File: src/hw/rtl/brmt_join.sv
// Span combiner: pairs left unmatched opens with right unmatched closes.
// Packed span is {matched, opens, closes}. No dependencies.
module brmt_join #(
	parameter int CW = 11
) (
	input  logic [3*CW-1:0] a,
	input  logic [3*CW-1:0] b,
	output logic [3*CW-1:0] y
);
	logic [CW-1:0] am, ao, ac, bm, bo, bc, p, ym, yo, yc;

	always_comb begin
		{am, ao, ac} = a;
		{bm, bo, bc} = b;
		p  = (ao < bc) ? ao : bc;
		ym = am + bm + {p[CW-2:0], 1'b0};
		yo = ao + bo - p;
		yc = ac + bc - p;
		y  = {ym, yo, yc};
	end
endmodule
File: config.mk
export PLATFORM = sky130hd
export DESIGN_NAME = brmt_join
export DESIGN_NICKNAME = d
export VERILOG_FILES = /design/src/hw/rtl/brmt_join.sv
export SDC_FILE = /design/constraint.sdc
export NUM_CORES = 1
export LEC_CHECK = 0
export BUFFER_PORTS_ARGS = -buffer_cell sky130_fd_sc_hd__clkbuf_2
export CAP_MARGIN = 25
export CORE_MARGIN = 1.5
export CORE_UTILIZATION = 34
export DETAILED_ROUTE_END_ITERATION = 12
export GPL_ROUTABILITY_DRIVEN = 0
export GPL_TIMING_DRIVEN = 0
export PLACE_DENSITY = 0.64
export RECOVER_POWER = 25
export SKIP_LAST_GASP = 1
export SLEW_MARGIN = 10
export SYNTH_ARGS = -nofsm -noshare
export SYNTH_HDL_FRONTEND = slang
export SYNTH_SLANG_ARGS = --single-unit
File: constraint.sdc
create_clock -name vclk -period 12.5
set_input_delay 3.125 -clock vclk [all_inputs]
set_output_delay 3.125 -clock vclk [all_outputs]
set_load 0.02 [all_outputs]
Word-level counts from Yosys, hierarchy flattened. Index checks and enable logic that the tools add are counted.

Add/sub/neg operators: 6. Magnitude comparators: 1. Multiplexer cells: 1.

Operator list (count): 11-bit adder (4); 11-bit subtractor (2); 11-bit < comparator (1); 11-bit two-way mux (1).

Register bits after elaboration: 0. Bits of input ports: 66. Output and inout port bits: 33.

Logic depth before layout (Yosys ltp).
Depth in word-level cells: 3. Gate-level depth with buffers: 20. Gate-level depth less buffers: 19.

Least setup slack after synthesis. OpenSTA, ideal clock, no wires.

Path kind: input-to-output. From: in b[8]. To: out y[10]. Arrival time: 6.894 ns. Required time: 9.375 ns. Setup slack: 2.481 ns. Stages on the path: 17. Buffers on the path: 1. Path through: inv_1 ha_1 a21o_1 a21oi_1 o2111ai_2 nand2_4 buf_2 mux2i_1 fa_1 ha_1 inv_1 nor2_1 nor2_1 o21ai_0 o41ai_1 o21ai_0 xnor2_1.

Longest elaborated chain between the ends: 3. Elaborated cells between the ends (all ways): 4.

RTL lines: start: declaration (RTL line 7) `input logic [3*CW-1:0] b,`; 11-bit < comparator (RTL line 15) `p = (ao < bc) ? ao : bc;`; 11-bit two-way mux (RTL line 15); 11-bit subtractor (*) (RTL line 18) `yc = ac + bc - p;`; end: declaration (RTL line 8) `output logic [3*CW-1:0] y`.

Mark *: on every way between the ends. The rest lies on a longest branch, timed or not.

Worst setup path after layout.
From: in b[8]. To: out y[21].

Longest elaborated chain between the ends: 3.

RTL lines: 11-bit < comparator (RTL line 15); 11-bit two-way mux (*) (RTL line 15); 11-bit subtractor (*) (RTL line 17) `yo = ao + bo - p;`.

Marked as above.

==> qor.yml <==
status:
  outcome: "complete, but fails checks"
  violations: "DRC"
grt:
  grt_usage_pct: 14.25
  grt_max_degree: 11
  overflow: 0
  grt_pass1_vias: 2126
  antenna_found_initial: 0
  grt_pass1_wl_um: 8590
finish:
  design.seq.count: 0
  synthToLayoutAreaGrowth_pct: 25.36
  n_antenna_cell: 0
  layout_commonest_cell: "clkbuf_2"
  drive_gt1_share_pct: 26.76
  fin_area_sq_um: 2851
  clock_buffers: 0
  register_area_sq_um: 0
  final_cell_mix: "clkbuf_2 (93), inv_1 (55), ha_1 (46)"
  nNetsFinal: 510
setup_path:
  startpoint_type: "input port"
  path_class: "in2out"
  crit_arrival_ns: 8.03
  crit_buf_inv: 5
  critPathTopFamily: "compound AO/OA/AOI/OAI gates"
  cp-startpoint: "b[8]"
  crit_chain: "clkbuf_2 > inv_1 > ha_1 > a21o_1 > a21oi_1 > o2111ai_1 > nand2_4 > clkbuf_1 > o21ai_0 > ha_1 > inv_1 > ha_1 > fa_1 > a21oi_1 > nor2_1 > nor2_1 > o21ai_0 > o41ai_1 > o21ai_0 > xnor2_1 > clkbuf_2"
  slowest_delay_ns: 0.51
  crit_path_end_kind: "output port"
  slowest_stage: "o41ai_1"
  crit_fanout: 10
  cp.required_ns: 9.38
routing:
  ant_nets: 0
  post_drt_wl_per_cell_um: 11.22
  num_vias: 2084
  drc: 9
  drt_first_pass_iters: 8
  drt_wl_total_um: 5017
  via_per_inst: 4.662
  drt_iter0_markers: 52
floorplan:
  start_util_pct: 35.42
  die_area_sq_um: 7190
  die_w_um: 84.80
  core_sq_um: 6422
  die_h_um: 84.80
  io-pin-count: 99
  num_rows: 29
sta:
  maxSlewHeadroom_pct: 50.31
  rsz0062_at_grt: "false"
  period_share_pct: 89.25
  slew_viol_final: 0
  clock.fmax_mhz: 89.63
  finalSetupViolCount: 0
  hold_viol_final: 0
  worstMarginPinSlew_ns: 0.7446
  setup_tns_ns: 0
  period_minus_slack_ns: 11.16
  setup_slack_ns: 1.343
worst_hold_path:
  min_from: "a[0]"
  min_path_type: "in2out"
power:
  swShare_pct: 60.39
  p_switching_mw: 0.2489
  power.leakage_nw: 1.628
  power_density_nw_per_um2: 144.5
  pwr-share-seq_pct: 0
  clockPowerShare_pct: 0
  p_int_mw: 0.1632
  max-vdd-ir-drop_uv: 83.23
  combPwrFrac_pct: 100.0
logic_synthesis:
  syn_inst: 271
  netlist_area_sq_um: 2275
  syn_avg_cell_area_sq_um: 8.394
  ys_warn_count: 0
  synth_cell_types: 27
  ys_seq_area_share_pct: 0
  syn_nets: 409
placed_design:
  dp_slack_ns: 1.665
  dpl_cell_area_sq_um: 2867
  place.port_buffers: 99
  dp_hpwl_um: 4767
clocking:
  postCtsSetupRepairBufs: 0
  hold_buffers: 0
  cts_resized: 0
job:
  max-cap-violations: 0
[power by group through the flow]
stage | registers (mW) | clock network [mW] | logic [mW]
3_3_place_gp | 0 | 0 | 0.412
6_report | 0 | 0 | 0.412
5_1_grt | 0 | 0 | 0.457
3_5_place_dp | 0 | 0 | 0.418
4_1_cts | 0 | 0 | 0.420
2_1_floorplan | 0 | 0 | 0.304
[Yosys cell counts]
master | instances | area, sq um
a21o_1 | 9 | 67.56
nor3_1 | 4 | 20.02
fa_1 | 26 | 520.5
a2111o_1 | 2 | 22.52
nand4_1 | 1 | 6.260
nand3_1 | 2 | 10.01
a31oi_1 | 2 | 12.51
o21ai_0 | 12 | 60.06
ha_1 | 46 | 575.6
xor2_1 | 9 | 78.83
o2111ai_2 | 1 | 15.01
a41o_1 | 2 | 20.02
nor2b_1 | 1 | 6.260
o21bai_1 | 3 | 22.52
and3_1 | 1 | 6.260
inv_1 | 55 | 206.5
nand2b_1 | 2 | 12.51
buf_2 | 1 | 5.000
a31o_1 | 2 | 17.52
nor2_1 | 18 | 67.56
nand2_1 | 15 | 56.30
o41ai_1 | 3 | 26.28
nand2_4 | 1 | 11.26
mux2i_1 | 7 | 70.07
a21oi_1 | 12 | 60.06
a21oi_2 | 5 | 43.79
xnor2_1 | 29 | 254.0
[cells by family (layout without fill, tap and decap cells)]
| kind of cell | Yosys count | after routing | share of synthesized area [%] |
|---|---|---|---|
| buf+inv | 56 | 155 | 9.296 |
| fa+ha+maj | 72 | 72 | 48.18 |
| mux | 7 | 7 | 3.080 |
| compound gates | 53 | 53 | 16.17 |
| xor+xnor | 38 | 38 | 14.63 |
| simple gates | 45 | 45 | 8.636 |
[area by class of cell]
class,count,area (sq um)
buffer,1,3.754
fill,676,3571
inverter,55,206.4
multi-input combinational,215,2057
tap,77,96.34
timing repair buffer,99,488.0
[worst paths after layout]
| check | endpoint | slack [ns] | cells past startpoint |
|---|---|---|---|
| worst min-delay path | y[0] | 6.61 | 3 |
| worst max-delay path | y[21] | 1.34 | 21 |
[metrics by stage]
step / hold slack, ns / cells / power, mW / util [%]
2_1_floorplan: 6.450 / 271 / 0.3042 / -
3_3_place_gp: 6.591 / 447 / 0.4123 / 44.63
3_5_place_dp: 6.605 / 447 / 0.4182 / 44.63
4_1_cts: 6.606 / 447 / 0.4205 / 44.63
5_1_grt: 6.627 / 447 / 0.4573 / 44.40
6_report: 6.607 / 447 / 0.4121 / 44.40
[layer usage]
layer / part of all wire [%] / vias up / global-route usage, %
li1: - / 1097 / -
met4: 0 / 0 / 0.1490
met1: 45 / 916 / 18.63
met3: 7.5 / 0 / 1.573
met5: 0 / - / 0
met2: 47 / 71 / 26.69
No activity file was read; power rests on OpenSTA's default activity.
